--- config.mk ---
export PLATFORM = sky130hd
export DESIGN_NAME = coalescing_segment_allocator
export DESIGN_NICKNAME = d
export VERILOG_FILES = /design/src/hw/rtl/csa_pkg.sv /design/src/hw/rtl/csa_ram.sv /design/src/hw/rtl/csa_core.sv /design/src/hw/rtl/coalescing_segment_allocator.sv
export SDC_FILE = /design/constraint.sdc
export NUM_CORES = 2
export LEC_CHECK = 0
export BUFFER_PORTS_ARGS = -buffer_cell sky130_fd_sc_hd__buf_2
export CAP_MARGIN = 0
export CORE_MARGIN = 10
export CORE_UTILIZATION = 59
export CTS_BUF_LIST = sky130_fd_sc_hd__clkbuf_2
export CTS_CLUSTER_DIAMETER = 40
export DETAILED_ROUTE_END_ITERATION = 10
export GPL_ROUTABILITY_DRIVEN = 0
export PLACE_DENSITY = 0.78
export SYNTH_ARGS = -nofsm -noshare
export SYNTH_HDL_FRONTEND = slang
export SYNTH_SLANG_ARGS = --single-unit
--- constraint.sdc ---
create_clock -name clk -period 6.4 [get_ports clk]
set_input_delay 1.28 -clock clk [delete_from_list [all_inputs] [get_ports clk]]
set_output_delay 1.28 -clock clk [all_outputs]
set_load 0.05 [all_outputs]
--- src/hw/rtl/csa_pkg.sv ---
`default_nettype none

package csa_pkg;

  localparam int FREE_SEGS_DEF   = 16;
  localparam int USED_BLOCKS_DEF = 16;
  localparam int OFFSET_BITS_DEF = 21;

  localparam logic [31:0] HEAP_BASE_RST   = 32'd0;
  localparam logic [20:0] HEAP_SIZE_RST   = 21'd65536;
  localparam logic [8:0]  INFO_BYTES_RST  = 9'd16;
  localparam logic [8:0]  HEADER_BYTES_RST = 9'd16;

  typedef enum logic [1:0] {
    REG_HEAP_BASE    = 2'd0,
    REG_HEAP_SIZE    = 2'd1,
    REG_INFO_BYTES   = 2'd2,
    REG_HEADER_BYTES = 2'd3
  } reg_idx_t;

  typedef enum logic [1:0] {
    ACT_ALLOC_FRONT = 2'd0,
    ACT_ALLOC_REAR  = 2'd1,
    ACT_FREE        = 2'd2,
    ACT_CLEAR       = 2'd3
  } action_t;

  typedef enum logic [1:0] {
    ST_OK      = 2'd0,
    ST_NO_FIT  = 2'd1,
    ST_UNKNOWN = 2'd2,
    ST_FULL    = 2'd3
  } status_t;

  typedef enum logic [4:0] {
    S_INIT, S_IDLE, S_CLR,
    S_ARD, S_ACHK, S_SLOT, S_AUPD,
    S_RM, S_RMW,
    S_FURD, S_FUCHK, S_FPRD, S_FPCHK, S_FMRG, S_INSW, S_INSPUT,
    S_SUMRD, S_SUMCHK
  } state_t;

  typedef struct packed {
    logic [31:0] heap_base;
    logic [20:0] heap_size;
    logic [8:0]  info_bytes;
    logic [8:0]  header_bytes;
  } cfg_t;

  // Granule minus one: highest set bit of the alignment, zero taken as one.
  function automatic logic [11:0] granule_mask(input logic [12:0] align);
    logic [12:0] g;
    g = 13'd1;
    for (int b = 0; b < 13; b++) begin
      if (align[b]) g = 13'd1 << b;
    end
    return 12'(g - 13'd1);
  endfunction

endpackage

`default_nettype wire

--- src/hw/rtl/csa_ram.sv ---
`default_nettype none

module csa_ram #(
  parameter int WIDTH = 32,
  parameter int DEPTH = 16,
  localparam int AW = (DEPTH > 1) ? $clog2(DEPTH) : 1
) (
  input  wire logic                     clk,
  input  wire logic                     we,
  input  wire logic [AW-1:0]            waddr,
  input  wire logic [WIDTH-1:0]         wdata,
  input  wire logic [AW-1:0]            raddr,
  output      logic [WIDTH-1:0]         rdata
);

  logic [WIDTH-1:0] mem [DEPTH];

  always_ff @(posedge clk) begin
    if (we) mem[waddr] <= wdata;
    rdata <= mem[raddr];
  end

endmodule

`default_nettype wire

--- src/hw/rtl/csa_core.sv ---
`default_nettype none

module csa_core
  import csa_pkg::*;
#(
  parameter int FREE_SEGS   = FREE_SEGS_DEF,
  parameter int USED_BLOCKS = USED_BLOCKS_DEF,
  parameter int OFFSET_BITS = OFFSET_BITS_DEF
) (
  input  wire logic        clk,
  input  wire logic        rst,
  input  wire cfg_t        cfg,
  input  wire logic        start,
  output      logic        busy,
  input  wire logic [1:0]  action,
  input  wire logic [20:0] request_size,
  input  wire logic [12:0] align_bytes,
  input  wire logic [31:0] pointer,
  output      logic        done,
  output      logic [1:0]  status,
  output      logic [31:0] address,
  output      logic [20:0] max_free,
  output      logic [20:0] total_free,
  output      logic [4:0]  used_count
);
  localparam int OB = OFFSET_BITS;
  localparam int FI = $clog2(FREE_SEGS);
  localparam int FC = $clog2(FREE_SEGS + 1);
  localparam int UI = (USED_BLOCKS > 1) ? $clog2(USED_BLOCKS) : 1;
  localparam int UC = $clog2(USED_BLOCKS + 1);
  localparam int NW = ((OB > 22) ? OB : 22) + 1;
  localparam int SW = ((OB + 1) > 21) ? (OB + 1) : 21;

  state_t state, state_next;

  logic [1:0]         act;
  logic [NW-1:0]      need;
  logic [31:0]        ptr;
  status_t            st;
  logic [31:0]        addr;
  logic [FI-1:0]      idx, k;
  logic [FC-1:0]      cnt, pos;
  logic [UI-1:0]      uidx, slot;
  logic [OB-1:0]      hs, hz, s, z, pv_s, pv_z, hi_z;
  logic               have_prev, lo, hi;
  logic [USED_BLOCKS-1:0] used_valid;
  logic [UC-1:0]      used_total;
  logic [OB-1:0]      mx;
  logic [SW-1:0]      tot;

  // memory ports
  logic               fr_we, ur_we;
  logic [FI-1:0]      fr_waddr, fr_raddr;
  logic [UI-1:0]      ur_waddr, ur_raddr;
  logic [2*OB-1:0]    fr_wdata, fr_rdata, ur_wdata, ur_rdata;

  csa_ram #(.WIDTH(2*OB), .DEPTH(FREE_SEGS)) u_free_ram (
    .clk(clk), .we(fr_we), .waddr(fr_waddr), .wdata(fr_wdata),
    .raddr(fr_raddr), .rdata(fr_rdata)
  );

  csa_ram #(.WIDTH(2*OB), .DEPTH(USED_BLOCKS)) u_used_ram (
    .clk(clk), .we(ur_we), .waddr(ur_waddr), .wdata(ur_wdata),
    .raddr(ur_raddr), .rdata(ur_rdata)
  );

  // combinational helpers
  logic [OB-1:0]  frd_s, frd_z, urd_s, urd_z, hsize, info;
  logic [11:0]    gm1;
  logic [NW-1:0]  need_in;
  logic           front, fit, a_last, u_match, clr_fill;
  logic [FI-1:0]  idx_step;
  logic [OB-1:0]  blk, nst, nsz;
  logic [OB:0]    pv_end, dat_end, blk_end;
  logic [OB-1:0]  m2;
  logic [SW-1:0]  t2;
  logic           sum_last;

  assign frd_s = fr_rdata[2*OB-1:OB];
  assign frd_z = fr_rdata[OB-1:0];
  assign urd_s = ur_rdata[2*OB-1:OB];
  assign urd_z = ur_rdata[OB-1:0];
  assign hsize = OB'(cfg.heap_size);
  assign info  = OB'(cfg.info_bytes);
  assign clr_fill = 32'(cfg.info_bytes) < 32'(cfg.heap_size);

  assign gm1     = granule_mask(align_bytes);
  assign need_in = (NW'(request_size) + NW'(cfg.header_bytes) + NW'(gm1)) & ~NW'(gm1);

  assign front    = (act == ACT_ALLOC_FRONT);
  assign fit      = need <= NW'(frd_z);
  assign a_last   = front ? ((FC'(idx) + FC'(1)) == cnt) : (idx == '0);
  assign idx_step = front ? (idx + FI'(1)) : (idx - FI'(1));

  assign blk = front ? hs : (hs + hz - need[OB-1:0]);
  assign nst = front ? (hs + need[OB-1:0]) : hs;
  assign nsz = hz - need[OB-1:0];

  assign u_match = used_valid[uidx] &&
                   ((cfg.heap_base + 32'(urd_s) + 32'(cfg.header_bytes)) == ptr);

  assign pv_end  = {1'b0, pv_s} + {1'b0, pv_z};
  assign dat_end = {1'b0, frd_s} + {1'b0, frd_z};
  assign blk_end = {1'b0, s} + {1'b0, z};

  assign m2       = (frd_z > mx) ? frd_z : mx;
  assign t2       = tot + SW'(frd_z);
  assign sum_last = (FC'(idx) + FC'(1)) == cnt;

  assign busy = (state != S_IDLE);

  // next state
  always_comb begin
    state_next = state;
    unique case (state)
      S_INIT: state_next = S_IDLE;
      S_IDLE: begin
        if (start) begin
          unique case (action_t'(action))
            ACT_ALLOC_FRONT, ACT_ALLOC_REAR: begin
              if (need_in == '0 || cnt == '0) state_next = S_SUMRD;
              else state_next = S_ARD;
            end
            ACT_FREE: state_next = (pointer == 32'd0) ? S_SUMRD : S_FURD;
            ACT_CLEAR: state_next = S_CLR;
          endcase
        end
      end
      S_CLR: state_next = S_SUMRD;
      S_ARD: state_next = S_ACHK;
      S_ACHK: begin
        if (fit) state_next = S_SLOT;
        else if (a_last) state_next = S_SUMRD;
      end
      S_SLOT: begin
        if (!used_valid[uidx]) state_next = S_AUPD;
        else if (uidx == UI'(USED_BLOCKS - 1)) state_next = S_SUMRD;
      end
      S_AUPD: state_next = (nsz != '0) ? S_SUMRD : S_RM;
      S_RM: state_next = ((FC'(k) + FC'(1)) >= cnt) ? S_SUMRD : S_RMW;
      S_RMW: begin
        if (!((FC + 1)'(k) + (FC + 1)'(2) < (FC + 1)'(cnt))) state_next = S_SUMRD;
      end
      S_FURD: state_next = S_FUCHK;
      S_FUCHK: begin
        if (u_match) state_next = (cnt == '0) ? S_FMRG : S_FPRD;
        else if (uidx == UI'(USED_BLOCKS - 1)) state_next = S_SUMRD;
      end
      S_FPRD: state_next = S_FPCHK;
      S_FPCHK: begin
        if (s < frd_s || (FC'(idx) + FC'(1)) == cnt) state_next = S_FMRG;
      end
      S_FMRG: begin
        priority if (lo && hi) state_next = S_RM;
        else if (lo || hi) state_next = S_SUMRD;
        else if (cnt >= FC'(FREE_SEGS)) state_next = S_SUMRD;
        else if (cnt > pos) state_next = S_INSW;
        else state_next = S_INSPUT;
      end
      S_INSW: begin
        if (!((FC'(k) - FC'(1)) > pos)) state_next = S_INSPUT;
      end
      S_INSPUT: state_next = S_SUMRD;
      S_SUMRD: state_next = (cnt == '0) ? S_IDLE : S_SUMCHK;
      S_SUMCHK: if (sum_last) state_next = S_IDLE;
      default: state_next = S_IDLE;
    endcase
  end

  // memory controls
  always_comb begin
    fr_we    = 1'b0;
    fr_waddr = '0;
    fr_wdata = '0;
    fr_raddr = '0;
    ur_we    = 1'b0;
    ur_waddr = slot;
    ur_wdata = {blk, need[OB-1:0]};
    ur_raddr = uidx;
    unique case (state)
      S_INIT, S_CLR: begin
        fr_we    = clr_fill;
        fr_wdata = {info, hsize - info};
      end
      S_ARD:    fr_raddr = idx;
      S_ACHK:   fr_raddr = idx_step;
      S_AUPD: begin
        ur_we    = 1'b1;
        fr_we    = (nsz != '0);
        fr_waddr = idx;
        fr_wdata = {nst, nsz};
      end
      S_RM:     fr_raddr = FI'(FC'(k) + FC'(1));
      S_RMW: begin
        fr_we    = 1'b1;
        fr_waddr = k;
        fr_wdata = fr_rdata;
        fr_raddr = FI'((FC + 1)'(k) + (FC + 1)'(2));
      end
      S_FURD:   ur_raddr = uidx;
      S_FUCHK:  ur_raddr = uidx + UI'(1);
      S_FPRD:   fr_raddr = idx;
      S_FPCHK:  fr_raddr = idx + FI'(1);
      S_FMRG: begin
        priority if (lo && hi) begin
          fr_we    = 1'b1;
          fr_waddr = FI'(pos - FC'(1));
          fr_wdata = {pv_s, pv_z + z + hi_z};
        end else if (lo) begin
          fr_we    = 1'b1;
          fr_waddr = FI'(pos - FC'(1));
          fr_wdata = {pv_s, pv_z + z};
        end else if (hi) begin
          fr_we    = 1'b1;
          fr_waddr = FI'(pos);
          fr_wdata = {s, hi_z + z};
        end else begin
          fr_raddr = FI'(cnt - FC'(1));
        end
      end
      S_INSW: begin
        fr_we    = 1'b1;
        fr_waddr = k;
        fr_wdata = fr_rdata;
        fr_raddr = k - FI'(2);
      end
      S_INSPUT: begin
        fr_we    = 1'b1;
        fr_waddr = FI'(pos);
        fr_wdata = {s, z};
      end
      S_SUMRD:  fr_raddr = '0;
      S_SUMCHK: fr_raddr = idx + FI'(1);
      default: ;
    endcase
  end

  // control state
  always_ff @(posedge clk) begin
    if (rst) begin
      state      <= S_INIT;
      cnt        <= '0;
      used_valid <= '0;
      used_total <= '0;
      done       <= 1'b0;
    end else begin
      state <= state_next;
      done  <= 1'b0;
      unique case (state)
        S_INIT, S_CLR: begin
          cnt        <= clr_fill ? FC'(1) : FC'(0);
          used_valid <= '0;
          used_total <= '0;
        end
        S_AUPD: begin
          used_valid[slot] <= 1'b1;
          used_total       <= used_total + UC'(1);
        end
        S_RM: if ((FC'(k) + FC'(1)) >= cnt) cnt <= cnt - FC'(1);
        S_RMW: begin
          if (!((FC + 1)'(k) + (FC + 1)'(2) < (FC + 1)'(cnt))) cnt <= cnt - FC'(1);
        end
        S_FMRG: begin
          if (lo || hi || cnt < FC'(FREE_SEGS)) begin
            used_valid[uidx] <= 1'b0;
            if (used_total != '0) used_total <= used_total - UC'(1);
          end
        end
        S_INSPUT: cnt <= cnt + FC'(1);
        S_SUMRD:  if (cnt == '0) done <= 1'b1;
        S_SUMCHK: if (sum_last) done <= 1'b1;
        default: ;
      endcase
    end
  end

  // payload
  always_ff @(posedge clk) begin
    unique case (state)
      S_IDLE: begin
        act  <= action;
        need <= need_in;
        ptr  <= pointer;
        addr <= '0;
        idx  <= (action_t'(action) == ACT_ALLOC_REAR) ? FI'(cnt - FC'(1)) : '0;
        uidx <= '0;
        st   <= ST_OK;
        if ((action_t'(action) == ACT_ALLOC_FRONT || action_t'(action) == ACT_ALLOC_REAR)
            && (need_in == '0 || cnt == '0)) st <= ST_NO_FIT;
      end
      S_ACHK: begin
        if (fit) begin
          hs <= frd_s;
          hz <= frd_z;
        end else if (a_last) begin
          st <= ST_NO_FIT;
        end else begin
          idx <= idx_step;
        end
      end
      S_SLOT: begin
        if (!used_valid[uidx]) slot <= uidx;
        else if (uidx == UI'(USED_BLOCKS - 1)) st <= ST_FULL;
        else uidx <= uidx + UI'(1);
      end
      S_AUPD: begin
        addr <= cfg.heap_base + 32'(blk) + 32'(cfg.header_bytes);
        k    <= idx;
      end
      S_RMW: k <= k + FI'(1);
      S_FUCHK: begin
        if (u_match) begin
          s         <= urd_s;
          z         <= urd_z;
          idx       <= '0;
          have_prev <= 1'b0;
          pos       <= '0;
          lo        <= 1'b0;
          hi        <= 1'b0;
        end else if (uidx == UI'(USED_BLOCKS - 1)) begin
          st <= ST_UNKNOWN;
        end else begin
          uidx <= uidx + UI'(1);
        end
      end
      S_FPCHK: begin
        if (s < frd_s) begin
          pos  <= FC'(idx);
          hi   <= (blk_end == {1'b0, frd_s});
          hi_z <= frd_z;
          lo   <= have_prev && (pv_end == {1'b0, s});
        end else begin
          pv_s      <= frd_s;
          pv_z      <= frd_z;
          have_prev <= 1'b1;
          if ((FC'(idx) + FC'(1)) == cnt) begin
            pos <= cnt;
            hi  <= 1'b0;
            lo  <= (dat_end == {1'b0, s});
          end else begin
            idx <= idx + FI'(1);
          end
        end
      end
      S_FMRG: begin
        if (lo && hi) k <= FI'(pos);
        else if (!lo && !hi) begin
          if (cnt >= FC'(FREE_SEGS)) st <= ST_FULL;
          else k <= FI'(cnt);
        end
      end
      S_INSW: k <= k - FI'(1);
      S_SUMRD: begin
        idx <= '0;
        mx  <= '0;
        tot <= '0;
        if (cnt == '0) begin
          status     <= st;
          address    <= (st == ST_OK) ? addr : 32'd0;
          max_free   <= '0;
          total_free <= '0;
          used_count <= 5'(used_total);
        end
      end
      S_SUMCHK: begin
        mx  <= m2;
        tot <= t2;
        idx <= idx + FI'(1);
        if (sum_last) begin
          status     <= st;
          address    <= (st == ST_OK) ? addr : 32'd0;
          max_free   <= 21'(m2);
          total_free <= t2[20:0];
          used_count <= 5'(used_total);
        end
      end
      default: ;
    endcase
  end

endmodule

`default_nettype wire

--- src/hw/rtl/coalescing_segment_allocator.sv ---
// Coalescing segment allocator: first-fit heap manager with free-segment merging.
//
// Request channel: drive action and its operands with start high; the request
// is taken at a rising edge where start is high and busy is low. Actions are
// alloc from front, alloc from rear, free a pointer, and clear the heap.
// Result channel: done pulses for one cycle with status, address, max_free,
// total_free and used_count; the receiver cannot stall, so take it then.
// Timing: both tables sit in memories with a registered read, and every
// request walks them one entry per cycle. An alloc compares free entries
// until one fits, checks used slots for a free one, and shifts the free table
// when the hit segment is used up; a free checks used slots for the pointer,
// compares free entries, and shifts the free table on a two-sided merge or to
// insert a new segment. Every request, also a clear, a null pointer, zero need
// or an empty table, ends with a pass that sums the free segments for the max
// and total. done is high in the cycle busy drops. One request at a time.
// Configuration: APB write of heap_base, heap_size, info_bytes, header_bytes
// at 0x0/0x4/0x8/0xC while idle; heap_size and info_bytes take effect at the
// next clear, header_bytes at the next alloc or free.
// Reset: synchronous; the S_INIT state then sets up the heap as a single free segment.
`default_nettype none

module coalescing_segment_allocator
  import csa_pkg::*;
#(
  parameter int FREE_SEGS   = FREE_SEGS_DEF,
  parameter int USED_BLOCKS = USED_BLOCKS_DEF,
  parameter int OFFSET_BITS = OFFSET_BITS_DEF
) (
  input  wire logic        clk,
  input  wire logic        rst,
  input  wire logic        start,
  output      logic        busy,
  input  wire logic [1:0]  action,
  input  wire logic [20:0] request_size,
  input  wire logic [12:0] align_bytes,
  input  wire logic [31:0] pointer,
  output      logic        done,
  output      logic [1:0]  status,
  output      logic [31:0] address,
  output      logic [20:0] max_free,
  output      logic [20:0] total_free,
  output      logic [4:0]  used_count,
  input  wire logic        psel,
  input  wire logic        penable,
  input  wire logic        pwrite,
  input  wire logic [3:0]  paddr,
  input  wire logic [31:0] pwdata,
  output      logic [31:0] prdata,
  output      logic        pready
);
  // largest heap size the offset width can hold
  localparam logic [31:0] HS_LIM = (OFFSET_BITS >= 21) ? 32'h001F_FFFF
                                                       : ((32'd1 << OFFSET_BITS) - 32'd1);

  cfg_t       cfg;
  logic       wr_en;
  reg_idx_t   ridx;

  assign pready = 1'b1;
  assign wr_en  = psel && penable && pwrite && pready;
  assign ridx   = reg_idx_t'(paddr[3:2]);

  // register write; clamp heap size to the offset range
  always_ff @(posedge clk) begin
    if (rst) begin
      cfg.heap_base    <= HEAP_BASE_RST;
      cfg.heap_size    <= HEAP_SIZE_RST;
      cfg.info_bytes   <= INFO_BYTES_RST;
      cfg.header_bytes <= HEADER_BYTES_RST;
    end else if (wr_en) begin
      unique case (ridx)
        REG_HEAP_BASE:    cfg.heap_base <= pwdata;
        REG_HEAP_SIZE: begin
          cfg.heap_size <= (32'(pwdata[20:0]) > HS_LIM) ? HS_LIM[20:0] : pwdata[20:0];
        end
        REG_INFO_BYTES:   cfg.info_bytes   <= pwdata[8:0];
        REG_HEADER_BYTES: cfg.header_bytes <= pwdata[8:0];
      endcase
    end
  end

  // register read
  always_comb begin
    unique case (ridx)
      REG_HEAP_BASE:    prdata = cfg.heap_base;
      REG_HEAP_SIZE:    prdata = 32'(cfg.heap_size);
      REG_INFO_BYTES:   prdata = 32'(cfg.info_bytes);
      REG_HEADER_BYTES: prdata = 32'(cfg.header_bytes);
    endcase
  end

  // table walker, merge logic and both memories
  csa_core #(
    .FREE_SEGS(FREE_SEGS),
    .USED_BLOCKS(USED_BLOCKS),
    .OFFSET_BITS(OFFSET_BITS)
  ) u_core (
    .clk(clk),
    .rst(rst),
    .cfg(cfg),
    .start(start),
    .busy(busy),
    .action(action),
    .request_size(request_size),
    .align_bytes(align_bytes),
    .pointer(pointer),
    .done(done),
    .status(status),
    .address(address),
    .max_free(max_free),
    .total_free(total_free),
    .used_count(used_count)
  );

endmodule

`default_nettype wire
==> metrics.md <==
| Metric | Value |
|---|---|
| WHS Path Cells | 2 |
| First-pass GRT wire length | roughly 400000 µm |
| Clk_lat worst skew | 1980 ps |
| CP Launch Type | flip-flop |
| Period utilization | 0.9492 |
| FF-to-FF path depth | 26 |
| Synth cell count leaders | 1729 x edfxtp_1, 700 x mux2i_1, 402 x ha_1 |
| Top-count cell post-synth | edfxtp_1 |
| CTS Buf Count | 459 |
| Routed WL per cell | 27.83 µm |
| Power density over cell area | 343.3 mW/mm² |
| Slew headroom | 0.03522 |
| Via count | 64830 |
| Synthesized net count | 7298 |
| Pin count of the biggest net entering global routing | roughly 170 |
| Min-delay worst type | input port to flip-flop |
| Placed cell area | 0.09831 mm² |
| RSZ-0062 raised after global routing | no |
| Pleak | 42.46 nW |
| Initial DRC count | about 8800 |
| Die width | 418.0 µm |
| CP endpoint kind | flip-flop |
| Worst slew pin tran | 1441 ps |
| Vias in the first global route | 63810 |
| Final Cell Area | approximately 0.10 mm² |
| Final worst slack | 324.8 ps |
| Ys Warns | 0 |
| Final Hold Vio Count | 0 |
| Number of synthesized register bits | 1916 |
| Final wirelength | 277700 µm |
| Total track usage | 0.3094 |
| Initial core utilization | 0.5922 |
| Max-slew violation count | 0 |
| Placement row count | 146 |
| R2R Setup Slk | 320 ps |
| Logic gate share of total power | 0.305 |
| Fin cells | between 9000 and 10000 |
| Synthesized area | 0.09346 mm² |
| Fmax achieved | 164.6 MHz |
| Post-synth EDFFs | 1729 |
| Drt pass-1 iters | 8 |
| Critical R2R Capture | u_core.addr[26]$_SDFFCE_PN0P_ |
| Synth area leaders | edfxtp_1 56%, mux2i_1 7.5%, ha_1 5.4%, mux4_2 5.4%, dfxtp_1 4.0% |
| Reg2reg start | u_core.hs[0]$_DFFE_PP_ |
| CP max FO | 5 |
| Die Area | 0.1747 mm² |
| H-tree depth | 5 |
| Finished Core Util | 0.6606 |
| Via-per-instance ratio | ~6.5 |
| Max-Cap Viols | 0 |
| Post-detail-place hpwl | 183700 µm |
| Clk pwr share | 0.231 |
| Worst vdd ir | roughly 330 µV |
| Num ports | 226 |
| Place WS | 110.2 ps |
| Hold_sp | pointer[11] |
| Critical path class | flip-flop to flip-flop |
| Switching share of power | 0.3594 |
| Fin Clk Skew | 256.5 ps |
| Post-route ant nets | 0 |
| Gr ovfl total | 0 |
| Arr. time, crit path | 7750 ps |
| Switch Pwr | 12.86 mW |
| Layout Nets | 8072 |
| Internal power | 22.93 mW |
| Unique masters post-synth | between 100 and 150 |
| Initial antenna violation count | 24 |
| Share of cells above drive strength 1 | 0.1940 |
| Sequential fraction of the synthesis area | 0.5956 |
| Top cell type by total area after synthesis | edfxtp_1 |
| Setup TNS | 0 ps |
| Critical Path RT | slightly above 8000 ps |
| Clock Tree Root | clkbuf_2 |
| End point of the worst hold path | u_core.ptr[11]$_DFFE_PP_ |
| Core area | 0.1578 mm² |
| Clock transition at the registers of the reported paths | 130 ps |
| Cells after Synth | 6732 |
| Status | finished clean |
| DRC viols | 0 |
| Max Root-Sink Buffers | 4 |
| TritonCTS clock tree | built |
| Placed insts | between 8000 and 9000 |
| Ys async rst share | 0 |
| Yosys top cell area share | 0.5555 |
| # port buffers | 221 |
| Clock Sinks | around 1900 |
| Synth Area per Inst | 13.88 µm² |
| Die Ht | 418.0 µm |
| Seq pwr share | 0.464 |
| Main synth FF type | edfxtp_1 |
| P&R area growth vs syn | 11.55% |
| Final setup violation count | 0 |
| Final worst path period need | 6075 ps |
==> state kept, by name, indices dropped and copies added (netlist names), 23 cells and up <==
signal and count:
u_core.u_free_ram.rdata 42, cfg 71, u_core.u_free_ram.mem 672, u_core.addr 32, u_core.need 23, u_core.u_used_ram.rdata 42
u_core.address 32, u_core.u_used_ram.mem 672, u_core.ptr 32
==> how the worst max path moves through the flow <==
stage	start	to	slack, ps	cells past startpoint
2_1_floorplan	u_core.need[1]$_DFFE_PP_	u_core.addr[30]$_SDFFCE_PN0P_	240	25
3_3_place_gp	align_bytes[12]	u_core.st[0]$_DFFE_PP_	170	19
3_5_place_dp	align_bytes[12]	u_core.st[0]$_DFFE_PP_	110	19
4_1_cts	u_core.hz[1]$_DFFE_PP_	u_core.addr[30]$_SDFFCE_PN0P_	80	25
5_1_grt	u_core.hs[0]$_DFFE_PP_	u_core.addr[30]$_SDFFCE_PN0P_	3	26
6_report	u_core.hs[0]$_DFFE_PP_	u_core.addr[26]$_SDFFCE_PN0P_	320	26
==> logic make-up after synthesis <==
family / Yosys count / share of synthesized area
xor+xnor: 367 / 0.03467
simple gates: 1367 / 0.07141
buf+inv: 580 / 0.02427
flops: 1916 / 0.5956
compound gates: 1110 / 0.07861
mux: 934 / 0.1300
fa+ha+maj: 456 / 0.06538
other cells: 2 / 0.00008035
==> cells in the final DEF (no fill, tap or decap), types with 26 or more instances in the layout <==
cell type and n:
or2_2 28, ha_1 402, a211oi_1 43, o211ai_1 57, o21bai_1 32, nor2_1 360, buf_2 220, buf_4 173
nand3_1 81, nand2b_1 49, diode_2 26, and3_1 30, and2_1 74, dfxtp_1 187, mux4_2 223, nor3_1 90
o21ai_0 154, nand2_1 358, clkinv_1 89, a21oi_1 341, clkbuf_2 706, nor4_1 38, fa_1 54, mux2i_1 699
edfxtp_1 1729, nor2_4 32, a31oi_1 36, inv_1 322, nand4_1 54, nor2b_1 44, a21o_1 95, dlygate4sd3_1 149
o21a_1 42, xnor2_1 226, xor2_1 135, a222oi_1 38
==> final cells by class <==
type | count | area (µm²)
inverter | 326 | 1224
clock buffer | 706 | 3533
clock inverter | 127 | 782.0
tap | 2072 | 2592
antenna | 26 | 65.06
multi-input combinational | 4236 | 36010
sequential | 1916 | 55660
timing repair buffer | 567 | 4392
fill | 10970 | 53570
==> metal layers <==
| metal | vias to the layer above | GRT usage | share of wire |
|---|---|---|---|
| met5 | - | 0 | 0.00010 |
| met4 | 6 | 0.1981 | 0.072 |
| met3 | 1196 | 0.08318 | 0.12 |
| met2 | 4425 | 0.4856 | 0.46 |
| met1 | 31540 | 0.3799 | 0.35 |
| li1 | 27660 | - | - |
==> metrics by stage <==
stage	hold slack (ps)	total power [mW]
global route	63.81	37.20
CTS	2.051	35.45
finish	98.31	35.79
global placement	386.4	26.84
floorplan	385.5	23.24
detailed placement	393.5	27.21
==> timing repair <==
action	CTS	global route
setup buffers	0	1
endpoints found under the setup margin	0	9
hold buffers	149	0
endpoints found under the hold margin	143	0
resized for setup	0	9
==> critical path, stage by stage, from the launching register on <==
cell	delay [ps]
edfxtp_1	400
inv_1	90
ha_1	310
inv_1	50
ha_1	220
fa_1	500
a211o_1	340
a21oi_1	190
o21ai_0	170
a41oi_2	230
a21oi_1	140
a21o_1	210
a211oi_2	290
o41ai_4	110
ha_1	310
ha_1	330
a21o_1	190
a21o_1	190
a21o_1	200
a21oi_2	190
o21ai_0	160
nand2_1	100
o21ai_0	130
o21a_1	290
o211ai_1	220
xor2_1	170
nor2_1	60
==> power by group through the flow <==
| stage | Clock [mW] | Sequential (mW) | Combinational, mW |
|---|---|---|---|
| 2_1_floorplan | 0 | 16.3 | 6.94 |
| 3_3_place_gp | 0 | 16.8 | 10.1 |
| 3_5_place_dp | 0 | 16.8 | 10.4 |
| 4_1_cts | 8.37 | 16.5 | 10.6 |
| 5_1_grt | 8.96 | 16.6 | 11.7 |
| 6_report | 8.26 | 16.6 | 10.9 |
No activity file was read; power rests on OpenSTA's default activity.
